`src/deq_pkg.sv`:
```
package deq_pkg;

   localparam int DEPTH    = 16;
   localparam int PTR_W    = $clog2(DEPTH);
   localparam int OCC_W    = $clog2(DEPTH + 1);
   localparam int SUM_W    = OCC_W + 1;

   localparam int MODE_W   = 2;
   localparam int VALUE_W  = 32;
   localparam int COUNT_W  = 5;
   localparam int STATUS_W = 2;

   localparam logic [MODE_W-1:0] MODE_PUSH_FRONT = 2'd0;
   localparam logic [MODE_W-1:0] MODE_PUSH_REAR  = 2'd1;
   localparam logic [MODE_W-1:0] MODE_POP_FRONT  = 2'd2;
   localparam logic [MODE_W-1:0] MODE_POP_REAR   = 2'd3;

   localparam logic [STATUS_W-1:0] STATUS_DONE      = 2'd0;
   localparam logic [STATUS_W-1:0] STATUS_POP_EMPTY = 2'd1;
   localparam logic [STATUS_W-1:0] STATUS_PUSH_FULL = 2'd2;

   typedef logic [MODE_W-1:0]          mode_type;
   typedef logic signed [VALUE_W-1:0]  value_type;
   typedef logic [COUNT_W-1:0]         count_type;
   typedef logic [STATUS_W-1:0]        status_type;

endpackage

```
`src/deq_if.sv`:
```
interface deq_req_if;
   import deq_pkg::*;

   logic      valid;
   logic      ready;
   mode_type  mode;
   value_type value;

   modport source (output valid, output mode, output value, input ready);
   modport sink   (input valid, input mode, input value, output ready);
endinterface

interface deq_rsp_if;
   import deq_pkg::*;

   logic       valid;
   logic       ready;
   value_type  front_value;
   value_type  rear_value;
   count_type  count;
   status_type status;

   modport source (output valid, output front_value, output rear_value,
                   output count, output status, input ready);
   modport sink   (input valid, input front_value, input rear_value,
                   input count, input status, output ready);
endinterface

```
`src/deq_ram.sv`:
```
module deq_ram #(
   parameter int WIDTH = 32,
   parameter int DEPTH = 16
) (
   input  logic                     clock,
   input  logic                     wr_en,
   input  logic [$clog2(DEPTH)-1:0] wr_addr,
   input  logic [WIDTH-1:0]         wr_data,
   input  logic                     rd_en,
   input  logic [$clog2(DEPTH)-1:0] rd_addr_a,
   input  logic [$clog2(DEPTH)-1:0] rd_addr_b,
   output logic [WIDTH-1:0]         rd_data_a,
   output logic [WIDTH-1:0]         rd_data_b
);

   logic [WIDTH-1:0] mem_ff [DEPTH];

   always_ff @(posedge clock) begin
      if (wr_en) begin
         mem_ff[wr_addr] <= wr_data;
      end
      if (rd_en) begin
         rd_data_a <= mem_ff[rd_addr_a];
         rd_data_b <= mem_ff[rd_addr_b];
      end
   end

endmodule

```
`src/double_ended_queue.sv`:
```
// Double-ended queue of signed 32-bit values held in a 16-slot circular
// buffer RAM, addressed by a front pointer and an occupancy count. Each req
// item pushes at the front, pushes at the rear, pops the front or pops the
// rear; each gives exactly one rsp item with the front and rear values after
// the operation (0 when empty), the count and a status (done, pop on empty
// ignored, push on full dropped). An item goes from accept to result in order:
// the slot write and pointer update at accept, a registered two-port read of
// the new front and rear slots, then the capture into the output register once
// it is free. No new item is accepted until the last one has been captured, so
// a result waiting on rsp holds off the next accept. The slots need no clearing
// after reset.
module double_ended_queue (
   input  logic       clock,
   input  logic       reset,
   deq_req_if.sink    req,
   deq_rsp_if.source  rsp
);
   import deq_pkg::*;

   localparam logic [1:0] ST_IDLE = 2'd0;
   localparam logic [1:0] ST_READ = 2'd1;
   localparam logic [1:0] ST_WAIT = 2'd2;

   // Reduce a pointer sum known to stay below twice the depth.
   function automatic logic [PTR_W-1:0] wrap_sum(input logic [SUM_W-1:0] s);
      if (s >= SUM_W'(DEPTH)) begin
         return PTR_W'(s - SUM_W'(DEPTH));
      end
      return PTR_W'(s);
   endfunction

   logic [1:0]       state_ff, state_in;
   logic [PTR_W-1:0] fp_ff, fp_in;
   logic [OCC_W-1:0] occ_ff, occ_in;
   status_type       stat_ff, stat_in;

   logic             rsp_valid_ff, rsp_valid_in;
   value_type        front_ff, front_in;
   value_type        rear_ff, rear_in;
   count_type        count_ff, count_in;
   status_type       rsp_stat_ff, rsp_stat_in;

   logic             accept;
   logic             capture;
   logic             q_empty;
   logic             q_full;
   logic [PTR_W-1:0] fp_dec;
   logic [PTR_W-1:0] fp_inc;
   logic [PTR_W-1:0] tail_idx;
   logic [PTR_W-1:0] rear_idx;

   logic               wr_en;
   logic [PTR_W-1:0]   wr_addr;
   logic [VALUE_W-1:0] rd_a;
   logic [VALUE_W-1:0] rd_b;

   assign req.ready = (state_ff == ST_IDLE);
   assign accept    = req.valid && req.ready;
   assign capture   = (state_ff == ST_WAIT) && (!rsp_valid_ff || rsp.ready);

   assign q_empty  = (occ_ff == '0);
   assign q_full   = (occ_ff == OCC_W'(DEPTH));
   assign fp_dec   = (fp_ff == '0) ? PTR_W'(DEPTH - 1) : fp_ff - 1'b1;
   assign fp_inc   = (fp_ff == PTR_W'(DEPTH - 1)) ? '0 : fp_ff + 1'b1;
   assign tail_idx = wrap_sum(SUM_W'(fp_ff) + SUM_W'(occ_ff));
   // Rear slot of the updated queue; only meaningful when not empty.
   assign rear_idx = q_empty ? fp_ff
                             : wrap_sum(SUM_W'(fp_ff) + SUM_W'(occ_ff) - 1'b1);

   // Apply the operation at accept: update pointers, write the pushed item.
   always_comb begin
      fp_in   = fp_ff;
      occ_in  = occ_ff;
      stat_in = stat_ff;
      wr_en   = 1'b0;
      wr_addr = tail_idx;
      if (accept) begin
         stat_in = STATUS_DONE;
         unique case (req.mode)
            MODE_PUSH_FRONT: begin
               if (q_full) begin
                  stat_in = STATUS_PUSH_FULL;
               end else begin
                  fp_in   = fp_dec;
                  occ_in  = occ_ff + 1'b1;
                  wr_en   = 1'b1;
                  wr_addr = fp_dec;
               end
            end
            MODE_PUSH_REAR: begin
               if (q_full) begin
                  stat_in = STATUS_PUSH_FULL;
               end else begin
                  occ_in = occ_ff + 1'b1;
                  wr_en  = 1'b1;
               end
            end
            MODE_POP_FRONT: begin
               if (q_empty) begin
                  stat_in = STATUS_POP_EMPTY;
               end else begin
                  fp_in  = fp_inc;
                  occ_in = occ_ff - 1'b1;
               end
            end
            MODE_POP_REAR: begin
               if (q_empty) begin
                  stat_in = STATUS_POP_EMPTY;
               end else begin
                  occ_in = occ_ff - 1'b1;
               end
            end
            default: begin
               stat_in = STATUS_DONE;
            end
         endcase
      end
   end

   // Sequence: write at accept, read the next cycle, capture after that.
   always_comb begin
      state_in = state_ff;
      unique case (state_ff)
         ST_IDLE: begin
            if (accept) begin
               state_in = ST_READ;
            end
         end
         ST_READ: begin
            state_in = ST_WAIT;
         end
         ST_WAIT: begin
            if (capture) begin
               state_in = ST_IDLE;
            end
         end
         default: begin
            state_in = ST_IDLE;
         end
      endcase
   end

   // Load the output register; drop valid once the item is taken.
   always_comb begin
      rsp_valid_in = rsp_valid_ff;
      front_in     = front_ff;
      rear_in      = rear_ff;
      count_in     = count_ff;
      rsp_stat_in  = rsp_stat_ff;
      if (capture) begin
         rsp_valid_in = 1'b1;
         front_in     = q_empty ? '0 : value_type'(rd_a);
         rear_in      = q_empty ? '0 : value_type'(rd_b);
         count_in     = COUNT_W'(occ_ff);
         rsp_stat_in  = stat_ff;
      end else if (rsp.ready) begin
         rsp_valid_in = 1'b0;
      end
   end

   deq_ram #(
      .WIDTH (VALUE_W),
      .DEPTH (DEPTH)
   ) u_slots (
      .clock     (clock),
      .wr_en     (wr_en),
      .wr_addr   (wr_addr),
      .wr_data   (req.value),
      .rd_en     (state_ff == ST_READ),
      .rd_addr_a (fp_ff),
      .rd_addr_b (rear_idx),
      .rd_data_a (rd_a),
      .rd_data_b (rd_b)
   );

   always_ff @(posedge clock) begin
      if (reset) begin
         state_ff     <= ST_IDLE;
         fp_ff        <= '0;
         occ_ff       <= '0;
         rsp_valid_ff <= 1'b0;
      end else begin
         state_ff     <= state_in;
         fp_ff        <= fp_in;
         occ_ff       <= occ_in;
         rsp_valid_ff <= rsp_valid_in;
      end
   end

   always_ff @(posedge clock) begin
      stat_ff     <= stat_in;
      front_ff    <= front_in;
      rear_ff     <= rear_in;
      count_ff    <= count_in;
      rsp_stat_ff <= rsp_stat_in;
   end

   assign rsp.valid       = rsp_valid_ff;
   assign rsp.front_value = front_ff;
   assign rsp.rear_value  = rear_ff;
   assign rsp.count       = count_ff;
   assign rsp.status      = rsp_stat_ff;

endmodule

```
`src/flat_wrapper.sv`:
```
// flat-port wrapper written by rule: the top's interface ports become plain ports
module double_ended_queue_flat import deq_pkg::*;
  (clock, reset, req_valid, req_mode, req_value, req_ready, rsp_valid, rsp_front_value, rsp_rear_value, rsp_count, rsp_status, rsp_ready);
  deq_req_if req_i ();
  deq_rsp_if rsp_i ();
  input  logic clock;
  input  logic reset;
  input wire logic [$bits(req_i.valid)-1:0] req_valid;
  input wire logic [$bits(req_i.mode)-1:0] req_mode;
  input wire logic [$bits(req_i.value)-1:0] req_value;
  output wire logic [$bits(req_i.ready)-1:0] req_ready;
  output wire logic [$bits(rsp_i.valid)-1:0] rsp_valid;
  output wire logic [$bits(rsp_i.front_value)-1:0] rsp_front_value;
  output wire logic [$bits(rsp_i.rear_value)-1:0] rsp_rear_value;
  output wire logic [$bits(rsp_i.count)-1:0] rsp_count;
  output wire logic [$bits(rsp_i.status)-1:0] rsp_status;
  input wire logic [$bits(rsp_i.ready)-1:0] rsp_ready;
  assign req_i.valid = req_valid;
  assign req_i.mode = req_mode;
  assign req_i.value = req_value;
  assign req_ready = req_i.ready;
  assign rsp_valid = rsp_i.valid;
  assign rsp_front_value = rsp_i.front_value;
  assign rsp_rear_value = rsp_i.rear_value;
  assign rsp_count = rsp_i.count;
  assign rsp_status = rsp_i.status;
  assign rsp_i.ready = rsp_ready;
  double_ended_queue u_core (.clock(clock), .reset(reset), .req(req_i), .rsp(rsp_i));
endmodule
```
`config.mk`:
```
export PLATFORM = sky130hd
export DESIGN_NAME = double_ended_queue_flat
export DESIGN_NICKNAME = d
export VERILOG_FILES = /design/src/deq_pkg.sv /design/src/deq_if.sv /design/src/deq_ram.sv /design/src/double_ended_queue.sv /design/src/flat_wrapper.sv
export SDC_FILE = /design/constraint.sdc
export NUM_CORES = 1
export LEC_CHECK = 0
export ABC_CLOCK_PERIOD_IN_PS = 7320
export BUFFER_PORTS_ARGS = -buffer_cell sky130_fd_sc_hd__buf_4
export CORE_MARGIN = 2
export CORE_UTILIZATION = 62
export CTS_BUF_LIST = sky130_fd_sc_hd__clkbuf_16
export CTS_CLUSTER_SIZE = 28
export DETAILED_ROUTE_END_ITERATION = 7
export GPL_TIMING_DRIVEN = 1
export PLACE_DENSITY_LB_ADDON = 0.2
export SLEW_MARGIN = 20
export SYNTH_ARGS = -nofsm -noshare
export SYNTH_HDL_FRONTEND = slang
export SYNTH_HIERARCHICAL = 1
export SYNTH_SLANG_ARGS = --single-unit
```
`constraint.sdc`:
```
create_clock -name clock -period 7.32 [get_ports clock]
set_input_delay 1.464 -clock clock [delete_from_list [all_inputs] [get_ports clock]]
set_output_delay 1.464 -clock clock [all_outputs]
set_load 0.05 [all_outputs]
```
==> results list <==
- Result of the run: finished, final reports clean
- Pwr Total: between 0.01 and 0.015 W
- In this run the static leakage power is roughly 10 nW.
* Last element of the critical path: u_core/u_slots/mem_ff[11][1]$_DFFE_PP_
- Dividing the synthesized area by the synthesized cell count gives ~20 µm².
* Finish-stage setup viols: 0
* Via density per instance: around 7
* Reg clk slew, reported paths: 0.06 ns
- Startpoint-to-endpoint class of the critical path: input pin to register
* Number of I/O pins: 111
* Total Routed Length: between 60000 and 70000 µm
* Final period utilization: 0.662
* Cell area after layout: 32500 µm²
- Routability-driven placement finished with a final weighted congestion of roughly 0.79.
- First-pass GRT wire length: between 90000 and 100000 µm
* Yosys warnings: 6
- The synthesized netlist occupies a cell area of around 29000 µm².
- Once detail routing completed, the nets flagged for antenna violations numbered 0.
- Unrepaired setup endpoints after global routing: no
- Initial core utilization: 0.629
- Max-cap violations in this run came to 0.
- In the final routed layout, each cell accounts on average for roughly 30 µm.
* Highest attainable clock frequency: slightly above 200 MHz
* Hold-fix buffer count after cts: 0
- Synth cell types: between 40 and 50
- At the end of the flow, the number of nets in the layout was approximately 1600.
- The critical path starts at req_valid.
- Counting every sink on the clock net gives between 600 and 700.
- Slack of the worst reg-to-reg path: between 2 and 3 ns
* Via count: between 15000 and 20000
- Final core occ: 0.715
* Data required time of the worst path: around 7.6 ns
- Of all nets on the critical path, the largest fanout is 17.
- In this run the worst hold path is classified as register to register.
- Min cycle time layout: ~4.8 ns
- At the pin with the least slew margin, the transition time is about 1.1 ns.
* Root Buffer: clkbuf_16
- TritonCTS created 67 clock buffers.
- Measured against its own limit, the worst slew margin works out to 0.238.
- In this run the critical register-to-register path is captured at u_core/u_slots/rd_data_b[15]$_DFFE_PP_.
- Kind of start point of the critical path: input pin
- H-tree levels: 3
- Max clock buf depth: 3
* Number of antenna violations at the first check in global routing: 1
* DRT iter0 DRCs: 1871
- Final number of max-transition violations: 0
- The worst-case IR drop observed on VDD is about 0.27 mV.
- Resize count post-CTS: 0
- Detailed placement ended at an HPWL of around 36000 µm.
- Synthesized instance count: about 1400
- In the routed design, unresolved DRC markers number 0.
- In the final layout, the share of cells above drive strength 1 is 0.337.
- Number of failing hold endpoints at the final stage: 0
- Maximum number of pins on one net before global-route repair: 110
- Num rows: slightly below 80
* Number of diodes: 0
- In this run the power density over the cells is 345 nW/µm².
- Counting every net in the synthesized netlist gives between 1000 and 1500.
- Depth of the most critical reg-to-reg path: 10
- Register bit total from synthesis: ~660
* Die outline width: ~220 µm
- Worst endpoint data arrival time: ~5.1 ns
- In this run the vertical extent of the chip is approximately 220 µm.
- Hold is met by 0.426 ns.
- Area of the core: 45400 µm²
- Input and output buffers added on the ports amount to 110.
- Critical R2R Launch: u_core/fp_ff[1]$_SDFFE_PP0P_
* Sort of element at the end of the critical path: register
- Post-synthesis sequential area ratio: 0.691
- Fin Setup TNS: 0 ns
- Across every metal layer, demand over resource in global routing totals 0.288.
- The first TritonRoute pass finished after 6 iterations.
* Die area: roughly 48000 µm²
- Number of synthesized flops with an enable pin: roughly 650
- Across the routed clock network, the largest skew measured is 0.0265 ns.
- Synth Flop Type: edfxtp_1
- The later pin in the worst-skew pair is clocked with a latency of about 0.60 ns.
- Counting flops with an async set or reset pin after synthesis yields a share of 0.
* Via count of the first global-routing pass: approximately 16000
- Post-CTS setup buffer count: 0
- The area growth from synthesis to layout is 13.7%.
- After global routing the overflow that remains totals 0.
- TritonCTS clock tree: built
- Cell Area, Placed: between 30000 and 40000 µm²
-- report_power, final --
part	switching (W)	leakage [nW]	internal, W	total [W]
clock	0.00139	1.16	0.00210	0.00349
sequential	0.0000854	5.98	0.00445	0.00454
combinational	0.00176	3.28	0.00141	0.00317
total	0.00324	10.4	0.00796	0.0112
-- state kept, by name (all words and copies together) (netlist names) --
| signal | cells |
|---|---|
| u_core/u_slots/rd_data_a | 32 |
| u_core/u_slots/mem_ff | 512 |
| u_core/state_ff | 2 |
| u_core/u_slots/rd_data_b | 32 |
| u_core/rsp.rear_value | 32 |
| u_core/rsp.valid | 1 |
| u_core/rsp.count | 5 |
| u_core/occ_ff | 5 |
| u_core/rsp.status | 2 |
| u_core/rsp.front_value | 32 |
| u_core/stat_ff | 2 |
| u_core/fp_ff | 4 |
-- stage by stage --
stage | cells | worst slack, ns
6_report | 2183 | 2.47
2_1_floorplan | 1418 | 1.53
5_1_grt | 2183 | 2.29
3_3_place_gp | 2058 | 2.12
4_1_cts | 2179 | 2.56
3_5_place_dp | 2058 | 1.97
-- Yosys cell counts, types with 2 or more instances --
cell type,count,area [µm²]
nand2_1,77,289
buf_1,19,71.3
dfxtp_1,12,240
xnor2_1,9,78.8
nor2_1,25,93.8
fa_1,2,40.0
nand3b_1,2,15.0
xor2_1,3,26.3
nor3_1,4,20.0
a211oi_1,2,15.0
buf_4,18,135
and2_1,67,419
ha_1,9,113
edfxtp_1,649,19500
clkbuf_1,45,169
o21ai_0,5,25.0
buf_2,18,90.1
and2b_1,2,15.0
mux2i_1,4,40.0
a22oi_1,128,961
a21o_1,3,22.5
o31ai_1,2,15.0
o21ai_1,3,15.0
a21oi_1,14,70.1
mux4_2,256,5770
nand3_1,2,10.0
inv_1,8,30.0
nor2b_1,8,50.1
nand2b_1,5,31.3
-- cells in the final DEF (no fill, tap or decap), drive strengths merged, types with 10 or more instances in the layout --
cell and instances:
edfxtp 649, mux4 256, buf 145, a22oi 128, nand2 77, clkbuf 71
and2 67, nor2 25, clkinv 25, inv 22, a21oi 15, dfxtp 12
bufinv 10
-- worst max-delay path, cell delays in order --
cell and delay [ns]:
buf_4 0.07, or3b_1 0.47, a211oi_2 0.47, and2b_1 0.33, mux2i_1 0.68, nand2_1 0.44, nor2_4 0.69, buf_4 0.45
-- routing by layer --
| metal | vias to the layer above | part of all wire | track usage |
|---|---|---|---|
| met3 | 134 | 0.092 | 0.0571 |
| li1 | 6209 | - | - |
| met4 | 2 | 0.026 | 0.0977 |
| met2 | 853 | 0.51 | 0.471 |
| met1 | 7995 | 0.38 | 0.394 |
| met5 | - | 0.00015 | 0 |
-- final cells by class --
type / count / area, µm²
Clock buffer: 71 / 1780
Clock inverter: 50 / 475
Fill cell: 2625 / 12900
Inverter: 8 / 30.0
Multi-Input combinational cell: 648 / 8490
Sequential cell: 661 / 19700
Tap cell: 600 / 751
Timing Repair Buffer: 145 / 1190
-- worst min-delay path by stage --
stage | to | start | cells after the start
after floorplan | u_core/rsp.status[0]$_DFFE_PP_ | u_core/stat_ff[0]$_SDFFCE_PP0P_ | 0
after global placement | u_core/rsp.status[0]$_DFFE_PP_ | u_core/stat_ff[0]$_SDFFCE_PP0P_ | 0
after detailed placement | u_core/rsp.status[0]$_DFFE_PP_ | u_core/stat_ff[0]$_SDFFCE_PP0P_ | 0
after CTS | u_core/rsp.status[0]$_DFFE_PP_ | u_core/stat_ff[0]$_SDFFCE_PP0P_ | 0
after global routing | u_core/rsp.status[0]$_DFFE_PP_ | u_core/stat_ff[0]$_SDFFCE_PP0P_ | 0
final | u_core/rsp.status[0]$_DFFE_PP_ | u_core/stat_ff[0]$_SDFFCE_PP0P_ | 0
-- cell families (layout without fill, tap and decap cells) --
group / Yosys count / after routing / synth area share
AOI/OAI and AO/OA: 164 / 164 / 0.0419
xor gates and xnor gates: 12 / 12 / 0.00368
adders and majority gates: 11 / 11 / 0.00535
buffers and inverters: 109 / 274 / 0.0178
DFF: 661 / 661 / 0.691
muxes: 260 / 260 / 0.203
and+or+nand+nor: 201 / 201 / 0.0364
Power figures use the tool's default switching activity.
